==> src/rtl/lbw_pkg.sv <==
// Package for the longest balanced window block: byte class constants and
// the control group passed from the balance stage to the result stage.
// No dependencies.
package lbw_pkg;

   localparam logic [7:0] CHAR_ZERO = 8'h30;
   localparam logic [7:0] CHAR_NINE = 8'h39;

   localparam int START_W  = 10;
   localparam int LENGTH_W = 11;

   // control of one transaction between the balance stage and the result stage
   typedef struct packed {
      logic valid;   // stage holds a transaction
      logic hit;     // balance seen before: a window ends here
      logic zero;    // balance is zero: window starts at position 0
      logic last;    // sequence ends with this transaction
      logic ovf;     // sequence has dropped an item
   } lbw_ctl_type;

endpackage

==> src/rtl/lbw_best.sv <==
// Result stage: window length check against the held best window and the
// response register.
// Depends on lbw_pkg.
module lbw_best #(
   parameter int PW = 11
) (
   input  logic                           clock,
   input  logic                           reset,
   input  logic                           advance,
   input  lbw_pkg::lbw_ctl_type           ctl,
   input  logic [PW-1:0]                  pos,
   input  logic [PW-1:0]                  first_pos,
   output logic                           rsp_valid,
   output logic [lbw_pkg::START_W-1:0]    rsp_best_start,
   output logic [lbw_pkg::LENGTH_W-1:0]   rsp_best_length,
   output logic                           rsp_overflowed,
   output logic                           rsp_is_final
);
   import lbw_pkg::*;

   logic [PW-1:0]       best_start_ff, best_start_in, best_len_ff, best_len_in;
   logic [PW-1:0]       first, len, new_start, new_len;
   logic                take;
   logic                valid_ff, valid_in;
   logic [START_W-1:0]  start_ff, start_in;
   logic [LENGTH_W-1:0] length_ff, length_in;
   logic                ovf_ff, ovf_in, final_ff, final_in;

   always_comb begin
      first     = ctl.zero ? '0 : first_pos;
      len       = pos - first;
      // strictly longer only: ties keep the earlier window
      take      = ctl.hit && (len > best_len_ff);
      new_len   = take ? len : best_len_ff;
      new_start = take ? first : best_start_ff;

      best_start_in = best_start_ff;
      best_len_in   = best_len_ff;
      valid_in      = valid_ff;
      start_in      = start_ff;
      length_in     = length_ff;
      ovf_in        = ovf_ff;
      final_in      = final_ff;

      if (advance) begin
         valid_in = ctl.valid;
         if (ctl.valid) begin
            start_in      = START_W'(new_start);
            length_in     = LENGTH_W'(new_len);
            ovf_in        = ctl.ovf;
            final_in      = ctl.last;
            best_start_in = ctl.last ? '0 : new_start;
            best_len_in   = ctl.last ? '0 : new_len;
         end
      end
   end

   always_ff @(posedge clock) begin
      if (reset) begin
         best_start_ff <= '0;
         best_len_ff   <= '0;
         valid_ff      <= 1'b0;
      end else begin
         best_start_ff <= best_start_in;
         best_len_ff   <= best_len_in;
         valid_ff      <= valid_in;
      end
   end

   always_ff @(posedge clock) begin
      start_ff  <= start_in;
      length_ff <= length_in;
      ovf_ff    <= ovf_in;
      final_ff  <= final_in;
   end

   assign rsp_valid       = valid_ff;
   assign rsp_best_start  = start_ff;
   assign rsp_best_length = length_ff;
   assign rsp_overflowed  = ovf_ff;
   assign rsp_is_final    = final_ff;

endmodule

==> config.mk <==
export PLATFORM = sky130hd
export DESIGN_NAME = lbw_best
export DESIGN_NICKNAME = d
export VERILOG_FILES = /design/src/rtl/lbw_pkg.sv /design/src/rtl/lbw_best.sv
export SDC_FILE = /design/constraint.sdc
export NUM_CORES = 1
export LEC_CHECK = 0
export ABC_CLOCK_PERIOD_IN_PS = 11170
export BUFFER_PORTS_ARGS = -buffer_cell sky130_fd_sc_hd__clkbuf_2
export CAP_MARGIN = 10
export CORE_MARGIN = 8
export CORE_UTILIZATION = 59
export DETAILED_ROUTE_END_ITERATION = 8
export PLACE_DENSITY = 0.9
export REMOVE_ABC_BUFFERS = 1
export SLEW_MARGIN = 20
export SYNTH_ARGS = -nofsm -noshare
export SYNTH_HDL_FRONTEND = slang
export SYNTH_SLANG_ARGS = --single-unit
==> constraint.sdc <==
create_clock -name clock -period 11.17 [get_ports clock]
set_input_delay 1.117 -clock clock [delete_from_list [all_inputs] [get_ports clock]]
set_output_delay 1.117 -clock clock [all_outputs]
set_load 0.05 [all_outputs]
==> results of run 1 <==
-- kinds of logic (layout without fill, tap and decap cells) --
kind of cell               Yosys count  count (layout)  synth area share, %
and+or+nand+nor                     62              62                13.22
AOI/OAI and AO/OA                   60              60                18.15
DFF                                 45              45                42.84
buffers and inverters               40              90                6.019
adders and majority gates           24              24                11.66
muxes                               12              12                4.787
xor gates and xnor gates            10              10                3.318
-- flip-flops by register name (all words and copies together) (netlist names) --
| name | flops |
|---|---|
| best_start_ff | 10 |
| rsp_valid | 1 |
| rsp_best_length | 11 |
| rsp_is_final | 1 |
| rsp_best_start | 10 |
| rsp_overflowed | 1 |
| best_len_ff | 11 |
-- stage by stage --
| step | utilization [%] | area [µm²] |
|---|---|---|
| 2_1_floorplan | - | 2586 |
| 3_3_place_gp | 67.71 | 2928 |
| 3_5_place_dp | 67.71 | 2928 |
| 4_1_cts | 70.37 | 3043 |
| 5_1_grt | 70.37 | 3043 |
| 6_report | 70.37 | 3043 |
-- power by group --
group / total (mW) / leakage (nW) / internal [mW] / switching, mW
Clock: 0.126 / 0.0543 / 0.0670 / 0.0586
Combinational: 0.132 / 0.792 / 0.0467 / 0.0855
Sequential: 0.186 / 0.400 / 0.184 / 0.00216
-- area by class of cell --
cell class                 instances  area, µm²
multi-input combinational        168       1354
fill                             352       1281
sequential                        45       1131
timing repair buffer              54      272.8
inverter                          28      105.1
clock buffer                       5      68.82
tap                               52      65.06
clock inverter                     3      46.29
-- critical path, delay by kind of cell --
kind / cells / cell delay [ps]
buffers and inverters: 2 / 210
AND/OR/NAND/NOR: 3 / 580
XOR/XNOR: 1 / 140
AO/OA/AOI/OAI: 8 / 2090
adder cells (fa/ha/maj): 3 / 950
-- per-layer routing --
layer / up-vias / track usage (%) / share of wire, %
met5: - / 0 / 0
met4: 0 / 7.348 / 1.5
met3: 7 / 4.883 / 5.1
met2: 63 / 29.92 / 52
met1: 977 / 18.52 / 41
li1: 1007 / - / -
-- how the worst max path moves through the flow --
stage | start | depth (start not counted) | end | slack (ps)
2_1_floorplan | first_pos[0] | 16 | best_len_ff[0]$_SDFFE_PP0P_ | 5320
3_3_place_gp | ctl[2] | 17 | best_len_ff[9]$_SDFFE_PP0P_ | 6190
3_5_place_dp | ctl[2] | 17 | best_len_ff[9]$_SDFFE_PP0P_ | 5900
4_1_cts | ctl[2] | 17 | best_len_ff[9]$_SDFFE_PP0P_ | 6230
5_1_grt | ctl[2] | 17 | best_len_ff[10]$_SDFFE_PP0P_ | 5960
6_report | ctl[2] | 17 | best_len_ff[9]$_SDFFE_PP0P_ | 6210
-- cell usage in the layout (no fill, tap or decap), types with 7 or more instances in the layout --
| cell | instances |
|---|---|
| sky130_fd_sc_hd__clkbuf_2 | 53 |
| sky130_fd_sc_hd__inv_1 | 28 |
| sky130_fd_sc_hd__ha_1 | 23 |
| sky130_fd_sc_hd__edfxtp_1 | 23 |
| sky130_fd_sc_hd__dfxtp_1 | 22 |
| sky130_fd_sc_hd__nand2b_1 | 20 |
| sky130_fd_sc_hd__or3_1 | 12 |
| sky130_fd_sc_hd__o31ai_1 | 12 |
| sky130_fd_sc_hd__nand2_1 | 11 |
| sky130_fd_sc_hd__o21ai_0 | 10 |
| sky130_fd_sc_hd__mux2i_1 | 10 |
| sky130_fd_sc_hd__xnor2_1 | 7 |
| sky130_fd_sc_hd__nor2_1 | 7 |
| sky130_fd_sc_hd__a21oi_1 | 7 |
==> impl_table.tex, run 1 <==
\begin{tabular}{lr}
\hline
Metric & Value \\
\hline
\multicolumn{2}{l}{\textbf{Outcome}} \\
\quad Result of the run & finished, final reports clean \\
\multicolumn{2}{l}{\textbf{Clock network}} \\
\quad Total CTS buffers & 5 \\
\quad Maximum clock insertion buffer count & 2 \\
\quad CTS H-tree depth & 2 \\
\quad Buffer type at the clock tree root & sky130\_fd\_sc\_hd\_\_clkbuf\_8 \\
\quad CTS tree & built \\
\quad Clock insertion delay at the later pin of the skew report & 310 ps \\
\quad Clock transition at the registers of the reported paths & 90 ps \\
\quad Quantity of hold-fixing buffers added after cts & 0 \\
\quad Gates resized, CTS repair & 0 \\
\quad Number of sinks handled by clock tree synthesis & between 40 and 50 \\
\quad Post-CTS setup buffer count & 0 \\
\multicolumn{2}{l}{\textbf{Critical path}} \\
\quad List of cells traversed by the critical path & clkbuf\_2 > nor2b\_1 > ha\_1 > inv\_1 > fa\_1 > a21o\_1 > a221oi\_2 > o21ai\_1 > a21oi\_2 > xnor2\_1 > ha\_1 > nand3\_2 > nor3\_1 > a221oi\_2 > a21oi\_2 > o21a\_1 > o32ai\_1 \\
\quad Terminus of the critical flop-to-flop path & best\_len\_ff[9]\$\_SDFFE\_PP0P\_ \\
\quad Largest fanout on the critical path & 21 \\
\quad Peak per-stage delay on the critical path & approximately 760 ps \\
\quad Endpoint class of the critical path & flip-flop \\
\quad Category of the worst setup path launch point & input port \\
\quad Required time at the endpoint of the critical path & 11300 ps \\
\quad Reg2reg setup slack & approximately 8700 ps \\
\quad Critical Path Slowest Stage Cell & sky130\_fd\_sc\_hd\_\_o21a\_1 \\
\quad Cells on worst reg2reg path & 8 \\
\quad Classification of the worst setup path & input port to flip-flop \\
\quad Data arrival time at the worst-slack endpoint & $\sim$5100 ps \\
\quad Reg-to-reg critical path startpoint & best\_len\_ff[4]\$\_SDFFE\_PP0P\_ \\
\multicolumn{2}{l}{\textbf{Timing}} \\
\quad Final worst clock skew & 12.14 ps \\
\quad Minimum clock period after layout & roughly 5000 ps \\
\quad Slew HR & a little over a third \\
\quad Setup TNS & 0 ps \\
\quad Period utilization & between 40\% and 50\% \\
\quad Final worst-path setup slack & between 6000 and 7000 ps \\
\quad Maximum clock frequency & $\sim$0.20 GHz \\
\quad Unrepaired setup endpoints after global routing & false \\
\quad Actual transition at the worst max-transition pin & 969.0 ps \\
\quad Final Hold Vio Count & 0 \\
\quad Worst-case hold slack & between 400 and 500 ps \\
\quad Final setup viols & 0 \\
\quad Final-report max-slew violation count & 0 \\
\multicolumn{2}{l}{\textbf{Route}} \\
\quad Remaining antenna violation count after routing & 0 \\
\quad Number of iterations in the first detailed-routing pass & 4 \\
\quad Via density & between 5 and 6 \\
\quad DRC errors left & 0 \\
\quad Vias after detailed routing & slightly above 2000 \\
\quad Per-cell routed wire length & between 15 and 20 µm \\
\quad DRC violation total after the first TritonRoute iteration & between 150 and 200 \\
\quad Routed Wire Length & around 5900 µm \\
\multicolumn{2}{l}{\textbf{Global routing}} \\
\quad Number of antenna violations at the first check in global routing & 0 \\
\quad Maximum number of pins on one net before global-route repair & between 40 and 50 \\
\quad Total track usage & between 10\% and 20\% \\
\quad Wire length of the first global-routing pass & between 9000 and 10000 µm \\
\quad Aggregate global routing overflow & 0 \\
\quad Vias in the first global route & 2152 \\
\multicolumn{2}{l}{\textbf{Min path}} \\
\quad Hold Crit Start & best\_start\_ff[4]\$\_SDFFE\_PP0P\_ \\
\quad Hold-critical path depth & 2 \\
\quad Hold worst-path end & best\_start\_ff[4]\$\_SDFFE\_PP0P\_ \\
\quad Worst Hold Class & flip-flop to flip-flop \\
\multicolumn{2}{l}{\textbf{Synth}} \\
\quad Average instance area after synthesis & about 10 µm² \\
\quad Share of synthesized registers carrying an async set or reset & 0\% \\
\quad Count leader, synth & sky130\_fd\_sc\_hd\_\_inv\_1 \\
\quad Proportion of netlist area held by the largest area contributor & between 20\% and 30\% \\
\quad Top cell type by total area after synthesis & sky130\_fd\_sc\_hd\_\_edfxtp\_1 \\
\quad Post-synth top flop & sky130\_fd\_sc\_hd\_\_edfxtp\_1 \\
\quad Synth top area cells & sky130\_fd\_sc\_hd\_\_edfxtp\_1 26\%, sky130\_fd\_sc\_hd\_\_dfxtp\_1 17\%, sky130\_fd\_sc\_hd\_\_ha\_1 11\% \\
\quad Post-synth EDFFs & 23 \\
\quad Commonest cells in the synthesized netlist & 28 x sky130\_fd\_sc\_hd\_\_inv\_1, 23 x sky130\_fd\_sc\_hd\_\_edfxtp\_1, 23 x sky130\_fd\_sc\_hd\_\_ha\_1 \\
\quad Flop and latch count out of synthesis & 45 \\
\quad Post-Synthesis Cell Area & approximately 0.0026 mm² \\
\quad Number of warnings issued by yosys & 0 \\
\quad Distinct cell type count of the synthesized netlist & 43 \\
\quad Sequential area share after synthesis & around 43\% \\
\quad Synthesized instance count & roughly 250 \\
\multicolumn{2}{l}{\textbf{Placed design}} \\
\quad RD Place Congestion & around 0.85 \\
\quad Detail Placement HPWL & $\sim$4300 µm \\
\quad Dpl ws & between 5000 and 6000 ps \\
\quad Buffers added on ports & 53 \\
\quad Cell count after placement & roughly 350 \\
\multicolumn{2}{l}{\textbf{Pwr}} \\
\quad Total power divided by cell area & 145.9 mW/mm² \\
\quad Overall power after layout & approximately 440 µW \\
\quad Leakage power & between 1 and 1.5 nW \\
\quad Highest ir drop seen on vdd & slightly below 0.08 mV \\
\multicolumn{2}{l}{\textbf{Floorplan}} \\
\quad Vertical extent of the die & just over 80 µm \\
\quad Boundary Pins & 54 \\
\quad Std-Cell Core Area & 0.004324 mm² \\
\quad Row cnt & 24 \\
\quad Overall die width & just over 80 µm \\
\quad Starting density of the core & between 60\% and 70\% \\
\quad Total die area & between 0.006 and 0.007 mm² \\
\multicolumn{2}{l}{\textbf{Run}} \\
\quad Maximum Capacitance Violations & 0 \\
\multicolumn{2}{l}{\textbf{Finish}} \\
\quad Post-layout net count & 356 \\
\quad Number of non-filler instances in the completed layout & roughly 360 \\
\quad Layout overhead on the synthesized area & 15.26\% \\
\quad Antenna cells & 0 \\
\quad Share of final-layout standard cells stronger than drive strength 1 & 24.42\% \\
\hline
\end{tabular}
Power figures use the tool's default switching activity.
==> run 2, diff against run 1 <==
- ABC_AREA: default -> 1
- ABC_CLOCK_PERIOD_IN_PS: 11170 -> 4150
- CORE_UTILIZATION: 59 -> 51
- PLACE_DENSITY: 0.9 -> 0.82
- clock period: 11.17 -> 4.15 ns (I/O delays scaled with it)
==> run 2 against run 1 <==
Net effect: cell count rose by 43%; count of clock-buffer cells in the layout rose by 2; sequential cell count did not move; hold slack got worse by 180 ps; first-iteration DRC count fell by 14%; critical endpoint is now rsp_best_length[8]$_DFFE_PP_; largest cell class unchanged.
==> impl_table.tex, run 2 <==
\begin{tabular}{lr}
\hline
Metric & Value \\
\hline
\multicolumn{2}{l}{\textbf{Outcome}} \\
\quad Result of the run & finished, final reports clean \\
\multicolumn{2}{l}{\textbf{Floorplan}} \\
\quad Starting density of the core & between 50\% and 60\% \\
\quad Row cnt & 27 \\
\quad Boundary Pins & 54 \\
\quad Overall die width & between 90 and 100 µm \\
\quad Std-Cell Core Area & roughly 0.0055 mm² \\
\quad Total die area & around 0.0084 mm² \\
\quad Vertical extent of the die & 91.90 µm \\
\multicolumn{2}{l}{\textbf{Critical path}} \\
\quad Cell repeated most along the worst path & sky130\_fd\_sc\_hd\_\_nand2\_1 \\
\quad Peak per-stage delay on the critical path & approximately 440 ps \\
\quad Cells on worst reg2reg path & 12 \\
\quad Category of the worst setup path launch point & input port \\
\quad Required time at the endpoint of the critical path & 4220 ps \\
\quad Endpoint class of the critical path & flip-flop \\
\quad Classification of the worst setup path & input port to flip-flop \\
\quad Largest fanout on the critical path & 23 \\
\quad Data arrival time at the worst-slack endpoint & 3760 ps \\
\quad Terminus of the critical flop-to-flop path & rsp\_best\_length[8]\$\_DFFE\_PP\_ \\
\quad Critical path startpoint & ctl[2] \\
\quad Critical Path Slowest Stage Cell & sky130\_fd\_sc\_hd\_\_fa\_1 \\
\quad Worst setup path endpoint & rsp\_best\_length[8]\$\_DFFE\_PP\_ \\
\quad Reg-to-reg critical path startpoint & best\_len\_ff[10]\$\_SDFFE\_PP0P\_ \\
\quad Reg2reg setup slack & approximately 2000 ps \\
\multicolumn{2}{l}{\textbf{Timing}} \\
\quad Final setup viols & 0 \\
\quad Slew HR & a little over a third \\
\quad Final Hold Vio Count & 0 \\
\quad Maximum clock frequency & 0.2706 GHz \\
\quad Final-report max-slew violation count & 0 \\
\quad Setup TNS & 0 ps \\
\quad Final worst-path setup slack & 454.9 ps \\
\quad Actual transition at the worst max-transition pin & around 970 ps \\
\quad Unrepaired setup endpoints after global routing & false \\
\quad Minimum clock period after layout & $\sim$3700 ps \\
\quad Period utilization & roughly nine tenths \\
\quad Final worst clock skew & $\sim$9.4 ps \\
\quad Worst-case hold slack & around 300 ps \\
\multicolumn{2}{l}{\textbf{Finish}} \\
\quad Area of all placed cells without fillers & about 0.0033 mm² \\
\quad Commonest cells after routing, fill and taps aside & 116 x sky130\_fd\_sc\_hd\_\_nand2\_1, 54 x sky130\_fd\_sc\_hd\_\_inv\_1, 53 x sky130\_fd\_sc\_hd\_\_clkbuf\_2, 43 x sky130\_fd\_sc\_hd\_\_nand3\_1, 29 x sky130\_fd\_sc\_hd\_\_a21oi\_1 \\
\quad Number of non-filler instances in the completed layout & 509 \\
\quad Layout overhead on the synthesized area & 11.67\% \\
\quad Post-layout net count & 490 \\
\quad Share of final-layout standard cells stronger than drive strength 1 & around 17\% \\
\quad Commonest non-fill, non-tap cell in the layout & sky130\_fd\_sc\_hd\_\_nand2\_1 \\
\quad Antenna cells & 0 \\
\multicolumn{2}{l}{\textbf{Clock network}} \\
\quad Quantity of hold-fixing buffers added after cts & 0 \\
\quad Post-CTS setup buffer count & 0 \\
\quad Gates resized, CTS repair & 0 \\
\quad CTS tree & built \\
\quad CTS H-tree depth & 2 \\
\quad Number of sinks handled by clock tree synthesis & 45 \\
\quad Maximum clock insertion buffer count & 2 \\
\quad Total CTS buffers & 5 \\
\quad Buffer type at the clock tree root & sky130\_fd\_sc\_hd\_\_clkbuf\_8 \\
\quad Clock insertion delay at the later pin of the skew report & roughly 300 ps \\
\quad Clock transition at the registers of the reported paths & roughly 80 ps \\
\multicolumn{2}{l}{\textbf{Route}} \\
\quad Remaining antenna violation count after routing & 0 \\
\quad Routed Wire Length & approximately 6500 µm \\
\quad DRC violation total after the first TritonRoute iteration & 139 \\
\quad Number of iterations in the first detailed-routing pass & 4 \\
\quad DRC errors left & 0 \\
\quad Via density & between 4 and 5 \\
\quad Per-cell routed wire length & around 13 µm \\
\quad Vias after detailed routing & about 2500 \\
\multicolumn{2}{l}{\textbf{Global routing}} \\
\quad Aggregate global routing overflow & 0 \\
\quad Wire length of the first global-routing pass & roughly 11000 µm \\
\quad Number of antenna violations at the first check in global routing & 0 \\
\quad Maximum number of pins on one net before global-route repair & 25 \\
\quad Vias in the first global route & around 2400 \\
\quad Total track usage & roughly 16\% \\
\multicolumn{2}{l}{\textbf{Synth}} \\
\quad Sequential area share after synthesis & approximately 39\% \\
\quad Post-Synthesis Cell Area & between 0.002 and 0.003 mm² \\
\quad Proportion of netlist area held by the largest area contributor & 23.51\% \\
\quad Synth top area cells & sky130\_fd\_sc\_hd\_\_edfxtp\_1 24\%, sky130\_fd\_sc\_hd\_\_dfxtp\_1 15\%, sky130\_fd\_sc\_hd\_\_nand2\_1 15\% \\
\quad Post-synth EDFFs & 23 \\
\quad Count leader, synth & sky130\_fd\_sc\_hd\_\_nand2\_1 \\
\quad Top cell type by total area after synthesis & sky130\_fd\_sc\_hd\_\_edfxtp\_1 \\
\quad Average instance area after synthesis & 7.631 µm² \\
\quad Synthesized instance count & 385 \\
\quad Post-synth top flop & sky130\_fd\_sc\_hd\_\_edfxtp\_1 \\
\quad Share of synthesized registers carrying an async set or reset & 0\% \\
\quad Flop and latch count out of synthesis & between 40 and 50 \\
\quad Distinct cell type count of the synthesized netlist & 25 \\
\quad Commonest cells in the synthesized netlist & 116 x sky130\_fd\_sc\_hd\_\_nand2\_1, 54 x sky130\_fd\_sc\_hd\_\_inv\_1, 43 x sky130\_fd\_sc\_hd\_\_nand3\_1 \\
\quad Number of warnings issued by yosys & 0 \\
\multicolumn{2}{l}{\textbf{Placed design}} \\
\quad Post-place instance area & $\sim$0.0032 mm² \\
\quad Dpl ws & roughly 150 ps \\
\quad Buffers added on ports & 53 \\
\quad RD Place Congestion & between 0.9 and 1 \\
\quad Detail Placement HPWL & between 5000 and 6000 µm \\
\quad Cell count after placement & around 500 \\
\multicolumn{2}{l}{\textbf{Min path}} \\
\quad Worst Hold Class & input port to flip-flop \\
\multicolumn{2}{l}{\textbf{Pwr}} \\
\quad Total power divided by cell area & 358.5 mW/mm² \\
\quad Leakage power & approximately 1.6 nW \\
\quad Highest ir drop seen on vdd & $\sim$0.22 mV \\
\multicolumn{2}{l}{\textbf{Run}} \\
\quad Maximum Capacitance Violations & 0 \\
\hline
\end{tabular}
## run 2: logic make-up after synthesis
logic type	Yosys count	share of synthesized area, %
xor+xnor	3	0.8945
fa+ha+maj	24	10.48
buf+inv	67	10.82
simple gates	215	33.82
flops	45	38.50
compound gates	31	5.494
## run 2: power breakdown
part | internal (mW) | switching [mW] | total [mW]
Sequential | 0.505 | 0.00854 | 0.513
Combinational | 0.131 | 0.269 | 0.400
Clock | 0.117 | 0.145 | 0.263
Total | 0.753 | 0.423 | 1.18
## run 2: metrics by stage
stage / util (%) / total power [mW]
after floorplan: - / 0.8263
after global placement: 57.77 / 0.9129
after detailed placement: 57.77 / 0.9246
after CTS: 59.21 / 1.183
after global routing: 59.21 / 1.257
final: 59.21 / 1.176
## run 2: cell type report
type | count | area (µm²)
sequential | 45 | 1131
multi-input combinational | 273 | 1489
clock inverter | 1 | 3.754
fill | 534 | 2260
inverter | 56 | 210.2
clock buffer | 7 | 76.32
timing repair buffer | 55 | 280.3
tap | 72 | 90.09
## run 2: critical path, delay by kind of cell
kind | cells | cell delay [ps]
buffers and inverters | 7 | 800
and+or+nand+nor | 15 | 1640
adders and majority gates | 3 | 860
## run 2: per-layer routing
layer	GRT usage, %	vias up	share of wire, %
met4	4.564	0	1.3
met2	25.98	59	46
met3	5.216	7	7.0
met1	19.66	1120	45
li1	-	1324	-
met5	0	-	0
## run 2: how the worst min path moves through the flow
stage | start | endpoint | slack [ps] | cells past startpoint
3_3_place_gp | best_start_ff[6]$_SDFFE_PP0P_ | best_start_ff[6]$_SDFFE_PP0P_ | 450 | 2
6_report | ctl[0] | rsp_overflowed$_DFFE_PP_ | 300 | 1
4_1_cts | ctl[0] | rsp_overflowed$_DFFE_PP_ | 300 | 1
2_1_floorplan | best_len_ff[10]$_SDFFE_PP0P_ | best_len_ff[10]$_SDFFE_PP0P_ | 440 | 2
5_1_grt | ctl[0] | rsp_overflowed$_DFFE_PP_ | 300 | 1
3_5_place_dp | best_len_ff[8]$_SDFFE_PP0P_ | best_len_ff[8]$_SDFFE_PP0P_ | 460 | 2
